### src/hw/rtl/sactc_pkg.sv
// Shared types and constants for the set-associative FIFO-replacement tag check.
`default_nettype none

package sactc_pkg;

  // Fixed widths of the transaction fields.
  localparam int ADDR_W    = 32;
  localparam int WAY_OUT_W = 3;
  localparam int COUNT_W   = 32;

  // Widest way index that any legal way count needs.
  localparam int MAX_WAY_W = 5;

  // Packed stream widths.
  localparam int S_DATA_W = 32;
  localparam int M_DATA_W = 72;

  localparam logic [COUNT_W-1:0] COUNT_MAX = {COUNT_W{1'b1}};

  // Item kinds carried on the slave tuser bit.
  localparam logic MODE_LOOKUP = 1'b0;
  localparam logic MODE_CLEAR  = 1'b1;

  typedef enum logic [1:0] {
    ST_IDLE  = 2'b01,
    ST_CHECK = 2'b10
  } state_t;

  // Outcome of comparing one set row against a tag.
  typedef struct packed {
    logic                 hit;
    logic [MAX_WAY_W-1:0] way;
  } match_t;

endpackage

`default_nettype wire

### src/hw/rtl/sactc_tag_mem.sv
// Tag memory: one row per set holding every way's tag, synchronous read, per-way write.
`default_nettype none

module sactc_tag_mem #(
  parameter int SET_COUNT = 8,
  parameter int WAY_COUNT = 8,
  parameter int SET_IW    = 3,
  parameter int WAY_IW    = 3,
  parameter int TAG_W     = 25
) (
  input  wire logic                              clk,
  input  wire logic                              rd_en,
  input  wire logic [SET_IW-1:0]                 rd_set,
  output logic      [WAY_COUNT-1:0][TAG_W-1:0]   rd_row,
  input  wire logic                              wr_en,
  input  wire logic [SET_IW-1:0]                 wr_set,
  input  wire logic [WAY_IW-1:0]                 wr_way,
  input  wire logic [TAG_W-1:0]                  wr_tag
);

  logic [WAY_COUNT-1:0][TAG_W-1:0] mem [SET_COUNT];

  always_ff @(posedge clk) begin
    if (wr_en) begin
      mem[wr_set][wr_way] <= wr_tag;
    end
  end

  always_ff @(posedge clk) begin
    if (rd_en) begin
      rd_row <= mem[rd_set];
    end
  end

endmodule

`default_nettype wire

### src/hw/rtl/sactc_way_match.sv
// Compares every way of a set row against a tag and picks the lowest matching valid way.
`default_nettype none

module sactc_way_match #(
  parameter int WAY_COUNT = 8,
  parameter int TAG_W     = 25
) (
  input  wire logic [WAY_COUNT-1:0][TAG_W-1:0] row,
  input  wire logic [WAY_COUNT-1:0]            valid,
  input  wire logic [TAG_W-1:0]                tag,
  output sactc_pkg::match_t                    match
);

  always_comb begin
    match = '0;
    // Scan downward so the lowest numbered match wins.
    for (int w = WAY_COUNT - 1; w >= 0; w--) begin
      if (valid[w] && (row[w] == tag)) begin
        match.hit = 1'b1;
        match.way = sactc_pkg::MAX_WAY_W'(w);
      end
    end
  end

endmodule

`default_nettype wire

### src/hw/rtl/set_assoc_cache_fifo_tag_check_top.sv
// Top level of the set-associative tag check with FIFO replacement and hit/miss counters.
// An accepted item's tag row is read on acceptance and compared in the check state; the result is
// loaded when the output register is free, and no new item is accepted before that load.
// A finished result waits in the output register while the next item is already accepted.
// Reset (rst, synchronous) invalidates every way and zeroes FIFO pointers and counters;
// the tag memory itself is not cleared since a tag is only compared under its valid bit.
`default_nettype none

module set_assoc_cache_fifo_tag_check_top #(
  parameter int ADDR_BITS   = 32,
  // SET_COUNT must be a power of two: the set index is taken straight from line bits.
  parameter int SET_COUNT   = 8,
  parameter int WAY_COUNT   = 8,
  parameter int OFFSET_BITS = 4
) (
  input  wire logic                               clk,
  input  wire logic                               rst,
  input  wire logic                               s_tvalid,
  output logic                                    s_tready,
  // s_tdata: address[31:0]
  input  wire logic [sactc_pkg::S_DATA_W-1:0]     s_tdata,
  // s_tuser: mode[0] (0 = lookup, 1 = clear)
  input  wire logic                               s_tuser,
  output logic                                    m_tvalid,
  input  wire logic                               m_tready,
  // m_tdata: hit[0], way[3:1], hit_count[35:4], miss_count[67:36], zero fill[71:68]
  output logic [sactc_pkg::M_DATA_W-1:0]          m_tdata
);

  // Address split. Bits of the address port above ADDR_BITS are ignored.
  localparam int EFF_BITS = (ADDR_BITS < sactc_pkg::ADDR_W) ? ADDR_BITS : sactc_pkg::ADDR_W;
  localparam int SET_BITS = (SET_COUNT > 1) ? $clog2(SET_COUNT) : 0;
  localparam int SET_IW   = (SET_BITS > 0) ? SET_BITS : 1;
  localparam int WAY_IW   = (WAY_COUNT > 1) ? $clog2(WAY_COUNT) : 1;
  localparam int TAG_RAW  = EFF_BITS - OFFSET_BITS - SET_BITS;
  localparam int TAG_W    = (TAG_RAW > 0) ? TAG_RAW : 1;
  localparam logic [sactc_pkg::ADDR_W-1:0] ADDR_MASK =
    (ADDR_BITS >= sactc_pkg::ADDR_W) ? {sactc_pkg::ADDR_W{1'b1}}
                                     : sactc_pkg::ADDR_W'((64'd1 << ADDR_BITS) - 64'd1);
  localparam logic [WAY_IW-1:0] WAY_LAST = WAY_IW'(WAY_COUNT - 1);

  // Control state.
  sactc_pkg::state_t state;
  logic              clr_q;
  logic [SET_IW-1:0] set_q;
  logic [TAG_W-1:0]  tag_q;

  // Per-entry valid bits and per-set FIFO pointers live in flip-flops so a clear is instant.
  logic [SET_COUNT-1:0][WAY_COUNT-1:0] valid;
  logic [SET_COUNT-1:0][WAY_IW-1:0]    fifo_ptr;

  logic [sactc_pkg::COUNT_W-1:0] hit_count;
  logic [sactc_pkg::COUNT_W-1:0] miss_count;

  // Output register.
  logic                           out_hit;
  logic [sactc_pkg::WAY_OUT_W-1:0] out_way;
  logic [sactc_pkg::COUNT_W-1:0]  out_hits;
  logic [sactc_pkg::COUNT_W-1:0]  out_misses;

  logic                                  in_fire;
  logic                                  load;
  logic [sactc_pkg::ADDR_W-1:0]          addr_m;
  logic [sactc_pkg::ADDR_W-1:0]          line;
  logic [sactc_pkg::ADDR_W-1:0]          tag_full;
  logic [SET_IW-1:0]                     set_in;
  logic [WAY_COUNT-1:0][TAG_W-1:0]       rd_row;
  sactc_pkg::match_t                     match;
  logic [WAY_IW-1:0]                     cur_ptr;
  logic [WAY_IW-1:0]                     res_way;
  logic                                  fill;

  assign s_tready = (state == sactc_pkg::ST_IDLE);
  assign in_fire  = s_tvalid && s_tready;

  // The result may be loaded when the output register is empty or being emptied.
  assign load = (state == sactc_pkg::ST_CHECK) && (!m_tvalid || m_tready);

  assign addr_m   = s_tdata[sactc_pkg::ADDR_W-1:0] & ADDR_MASK;
  assign line     = addr_m >> OFFSET_BITS;
  assign tag_full = addr_m >> (OFFSET_BITS + SET_BITS);
  assign set_in   = (SET_COUNT == 1) ? '0 : line[SET_IW-1:0];

  // Tag row is read on acceptance and compared in the following cycle.
  sactc_tag_mem #(
    .SET_COUNT (SET_COUNT),
    .WAY_COUNT (WAY_COUNT),
    .SET_IW    (SET_IW),
    .WAY_IW    (WAY_IW),
    .TAG_W     (TAG_W)
  ) u_tag_mem (
    .clk    (clk),
    .rd_en  (in_fire),
    .rd_set (set_in),
    .rd_row (rd_row),
    .wr_en  (fill),
    .wr_set (set_q),
    .wr_way (cur_ptr),
    .wr_tag (tag_q)
  );

  sactc_way_match #(
    .WAY_COUNT (WAY_COUNT),
    .TAG_W     (TAG_W)
  ) u_way_match (
    .row   (rd_row),
    .valid (valid[set_q]),
    .tag   (tag_q),
    .match (match)
  );

  assign cur_ptr = fifo_ptr[set_q];
  // A lookup that misses fills the way under the set's FIFO pointer.
  assign fill    = load && !clr_q && !match.hit;
  assign res_way = match.hit ? match.way[WAY_IW-1:0] : cur_ptr;

  always_ff @(posedge clk) begin
    if (rst) begin
      state <= sactc_pkg::ST_IDLE;
    end else begin
      unique case (state)
        sactc_pkg::ST_IDLE: begin
          if (in_fire) begin
            state <= sactc_pkg::ST_CHECK;
          end
        end
        sactc_pkg::ST_CHECK: begin
          if (load) begin
            state <= sactc_pkg::ST_IDLE;
          end
        end
        default: begin
          state <= sactc_pkg::ST_IDLE;
        end
      endcase
    end
  end

  // Item fields captured at acceptance.
  always_ff @(posedge clk) begin
    if (in_fire) begin
      clr_q <= (s_tuser == sactc_pkg::MODE_CLEAR);
      set_q <= set_in;
      tag_q <= tag_full[TAG_W-1:0];
    end
  end

  // Valid bits, FIFO pointers and counters.
  always_ff @(posedge clk) begin
    if (rst) begin
      valid      <= '0;
      fifo_ptr   <= '0;
      hit_count  <= '0;
      miss_count <= '0;
    end else if (load) begin
      if (clr_q) begin
        valid      <= '0;
        fifo_ptr   <= '0;
        hit_count  <= '0;
        miss_count <= '0;
      end else if (match.hit) begin
        if (hit_count != sactc_pkg::COUNT_MAX) begin
          hit_count <= hit_count + 1'b1;
        end
      end else begin
        valid[set_q][cur_ptr] <= 1'b1;
        fifo_ptr[set_q]       <= (cur_ptr == WAY_LAST) ? '0 : cur_ptr + 1'b1;
        if (miss_count != sactc_pkg::COUNT_MAX) begin
          miss_count <= miss_count + 1'b1;
        end
      end
    end
  end

  // Output register: the counts shown are those after this item.
  always_ff @(posedge clk) begin
    if (rst) begin
      m_tvalid <= 1'b0;
    end else if (load) begin
      m_tvalid <= 1'b1;
    end else if (m_tready) begin
      m_tvalid <= 1'b0;
    end
  end

  always_ff @(posedge clk) begin
    if (load) begin
      if (clr_q) begin
        out_hit    <= 1'b0;
        out_way    <= '0;
        out_hits   <= '0;
        out_misses <= '0;
      end else begin
        out_hit    <= match.hit;
        out_way    <= sactc_pkg::WAY_OUT_W'(res_way);
        out_hits   <= (match.hit && hit_count != sactc_pkg::COUNT_MAX)
                      ? hit_count + 1'b1 : hit_count;
        out_misses <= (!match.hit && miss_count != sactc_pkg::COUNT_MAX)
                      ? miss_count + 1'b1 : miss_count;
      end
    end
  end

  assign m_tdata = {4'b0000, out_misses, out_hits, out_way, out_hit};

`ifndef SYNTHESIS
  // An accepted transaction blocks the input until its result is loaded.
  a_busy_after_accept: assert property (@(posedge clk) disable iff (rst)
    in_fire |=> !s_tready)
    else $error("input ready while an item is still being checked");

  // A new result only appears out of the check state.
  a_load_from_check: assert property (@(posedge clk) disable iff (rst)
    $rose(m_tvalid) |-> $past(state == sactc_pkg::ST_CHECK))
    else $error("result presented without a tag check");

  // After a miss, the filled way is valid in its set.
  a_fill_valid: assert property (@(posedge clk) disable iff (rst)
    fill |=> valid[$past(set_q)][$past(cur_ptr)])
    else $error("filled way not marked valid");

  // A clear result carries zero counts.
  a_clear_zero: assert property (@(posedge clk) disable iff (rst)
    (load && clr_q) |=> (out_hits == '0 && out_misses == '0 && !out_hit))
    else $error("clear result not zero");
`endif

endmodule

`default_nettype wire

### config.mk
export PLATFORM = sky130hd
export DESIGN_NAME = set_assoc_cache_fifo_tag_check_top
export DESIGN_NICKNAME = d
export VERILOG_FILES = /design/src/hw/rtl/sactc_pkg.sv /design/src/hw/rtl/sactc_tag_mem.sv /design/src/hw/rtl/sactc_way_match.sv /design/src/hw/rtl/set_assoc_cache_fifo_tag_check_top.sv
export SDC_FILE = /design/constraint.sdc
export NUM_CORES = 2
export LEC_CHECK = 0
export BUFFER_PORTS_ARGS = -buffer_cell sky130_fd_sc_hd__buf_2
export CAP_MARGIN = 5
export CORE_MARGIN = 4
export CORE_UTILIZATION = 40
export CTS_CLUSTER_DIAMETER = 30
export DETAILED_ROUTE_END_ITERATION = 8
export GPL_ROUTABILITY_DRIVEN = 0
export SLEW_MARGIN = 10
export SYNTH_ARGS = -nofsm -noshare
export SYNTH_HDL_FRONTEND = slang
export SYNTH_SLANG_ARGS = --single-unit
### constraint.sdc
create_clock -name clk -period 8.8 [get_ports clk]
set_input_delay 0.88 -clock clk [delete_from_list [all_inputs] [get_ports clk]]
set_output_delay 0.88 -clock clk [all_outputs]
set_load 0.005 [all_outputs]
==> flow_summary.toml <==
[timing]
worst_slack_ns = 2.772
finClkSkew_ns = 0.09163
fin_hold_ws_ns = 0.1273
min_period_over_period_pct = 68.50
hold_viol = 0
setup_violations = 0
max_slew.worst_pin.slew_ns = 1.179
relSlewSlack_pct = 21.37
slew_violations = 0
fmax_ghz = 0.1659
fin_tns_setup_ns = 0
rsz0062_at_grt = "no"
min_period_ns = 6.028

[critical_path]
cp.arrival_ns = 6.60
cp_max_fo = 37
r2r_end = "u_tag_mem.mem[2][74]$_DFFE_PP_"
criticalPathCategory = "reg2reg"
reg2regPathDepth = 11
cp_common_cell = "buf_4"
path_cells = "buf_4 > mux2i_1 > a22oi_1 > o22ai_1 > nor3_1 > buf_4 > nor4b_2 > nand2_4 > or3_1 > nor2_2 > buf_4"
r2r_setup_slack_ns = 2.77
timing.rr.start = "set_q[1]$_DFFE_PP_"
cp.buffers_inverters = 3
slowest_delay_ns = 0.91
crit_family = "simple AND/OR/NAND/NOR gates"
worstSetupStartpointType = "flop"
endpoint_kind = "flop"
slowest_stage = "or3_1"
required_ns = 9.38

[min_path]
hp-class = "in2reg"
hold_depth = 1
hold_path.startpoint = "s_tdata[28]"
hold_end = "tag_q[21]$_DFFE_PP_"

[placed_design]
placedCellCount = 6901
place_ws_ns = 2.825
dp_hpwl_um = 100400
port_buffers = 102
placed_cell_area_um2 = 85750

[synth]
yosysSeqAreaShare_pct = 73.77
ys.warnings.count = 0
synth_seq_cells = 2052
synth_area_um2 = 81430
synthCells = 4250
async_flop_share_pct = 0
synth-edff-count = 1897
synth_cell_types = 84
ys.flop_type = "edfxtp_1"
syn_avg_cell_area_um2 = 19.16

[clock_tree]
hold_buffers = 0
clock-root-buffer = "clkbuf_16"
cts_tree = "yes"
cts.path.max_buffers = 4
clk_latency_ns = 0.95
htreeDepth = 5
cts_resized = 0
clkTransAtPathRegs_ns = 0.05
postCtsSetupRepairBufs = 0
cts.sinks = 2052
cts_made_buffers = 411

[final_layout]
finalNonFillerCells = 7648
syn_to_final_growth_pct = 22.36
fin_nets = 4683
final_common_cell = "edfxtp_1"
final_cell_mix = "edfxtp_1, clkbuf_16, mux4_2, mux2_2, xor2_1"
final_area_um2 = 99640
utilization_pct = 49.25
drive_gt1_share_pct = 32.17

[global_route]
grt_pass1_wl_um = 288600
grt.total_usage_pct = 18.26
grt_max_degree = 140
grt_antenna_before_repair = 6
grt_pass1_vias = 43850
globalRoute.totalOverflow = 0

[routing]
drc = 0
vias_per_cell = 5.532
wl_um = 193500
first_pass_iters = 7
drtIter0Drc = 4132
postRouteAntennaNets = 0
vias = 42310
routedWlPerCell_um = 25.30

[job]
max_cap_viol_count = 0

[pwr]
p_leak_nw = 32.23
peakVddDrop_mv = 0.2454
finalPower_mw = 27.21
p_per_area_nw_per_um2 = 273.1

[die]
die_w_um = 459.2
core_area_um2 = 202300
die_height_um = 459.2
dieArea_um2 = 210900
io_pins = 111
start_util_pct = 40.25
placementRows = 165

[status]
status = "finished, final reports clean"
==> cell families (layout without fill, tap and decap cells) <==
family / count (synthesis) / after routing / share of synthesized area [%]
AO/OA/AOI/OAI: 331 / 331 / 3.073
multiplexers: 637 / 637 / 14.42
other: 1 / 9 / 0.004605
AND/OR/NAND/NOR: 737 / 737 / 4.875
adder cells (fa/ha/maj): 4 / 4 / 0.06146
buffers and inverters: 277 / 995 / 1.530
flip-flops: 2052 / 2052 / 73.77
XOR/XNOR: 211 / 211 / 2.269
==> flip-flops by register name, indices dropped and copies added (netlist names), 24 cells and up <==
signal / count
miss_count: 32
fifo_ptr: 24
u_tag_mem.rd_row: 200
hit_count: 32
valid: 64
out_hits: 32
out_misses: 32
tag_q: 25
u_tag_mem.mem: 1600
==> Yosys cell counts (43+ instances only) <==
library cell / instances / area, µm²
mux2_2: 203 / 2286
edfxtp_1: 1897 / 56960
nor2_1: 143 / 536.8
nor3_1: 70 / 350.3
clkbuf_1: 137 / 514.2
buf_1: 43 / 161.4
dfxtp_1: 155 / 3103
a21oi_1: 62 / 310.3
xor2_1: 197 / 1725
a22o_1: 61 / 534.3
nand2_1: 143 / 536.8
nand3_1: 76 / 380.4
mux4_2: 407 / 9166
nor4_1: 80 / 500.5
or3_1: 44 / 275.3
==> final cells by class <==
class                      instances  area, µm²
timing repair buffer             226       1697
clock buffer                     476      10760
tap                             2672       3343
clock inverter                   266       3118
inverter                          27      102.6
antenna                            5      12.51
fill                           16410     102700
multi-input combinational       1924      20540
sequential                      2052      60070
==> worst reg2reg max path: cells and delay by family (launching register included) <==
family | cells | cell delay, ns
simple gates | 5 | 3.05
buf+inv | 3 | 1.22
flops | 1 | 0.33
mux | 1 | 0.30
compound gates | 2 | 0.80
==> power by group <==
group | total [mW] | switching, mW | internal [mW]
logic | 0.942 | 0.597 | 0.345
clock network | 15.4 | 4.97 | 10.4
registers | 10.9 | 0.0608 | 10.8
total | 27.2 | 5.62 | 21.6
==> how the worst max path moves through the flow <==
stage	start	endpoint	slack, ns	depth (start not counted)
floorplan	s_tvalid	state[0]$_SDFFE_PP1P_	2.00	3
global placement	set_q[1]$_DFFE_PP_	u_tag_mem.mem[2][67]$_DFFE_PP_	2.92	11
detailed placement	set_q[1]$_DFFE_PP_	u_tag_mem.mem[2][67]$_DFFE_PP_	2.83	11
CTS	set_q[1]$_DFFE_PP_	u_tag_mem.mem[2][74]$_DFFE_PP_	2.82	11
global route	set_q[1]$_DFFE_PP_	u_tag_mem.mem[2][74]$_DFFE_PP_	2.56	11
finish	set_q[1]$_DFFE_PP_	u_tag_mem.mem[2][74]$_DFFE_PP_	2.77	11
==> layer usage <==
metal	up-vias	track usage [%]	share of wire, %
met5	-	0	0
li1	18340	-	-
met2	1439	29.39	48
met4	0	5.452	2.3
met3	344	3.091	5.9
met1	22190	25.68	44
Power figures use the tool's default switching activity.
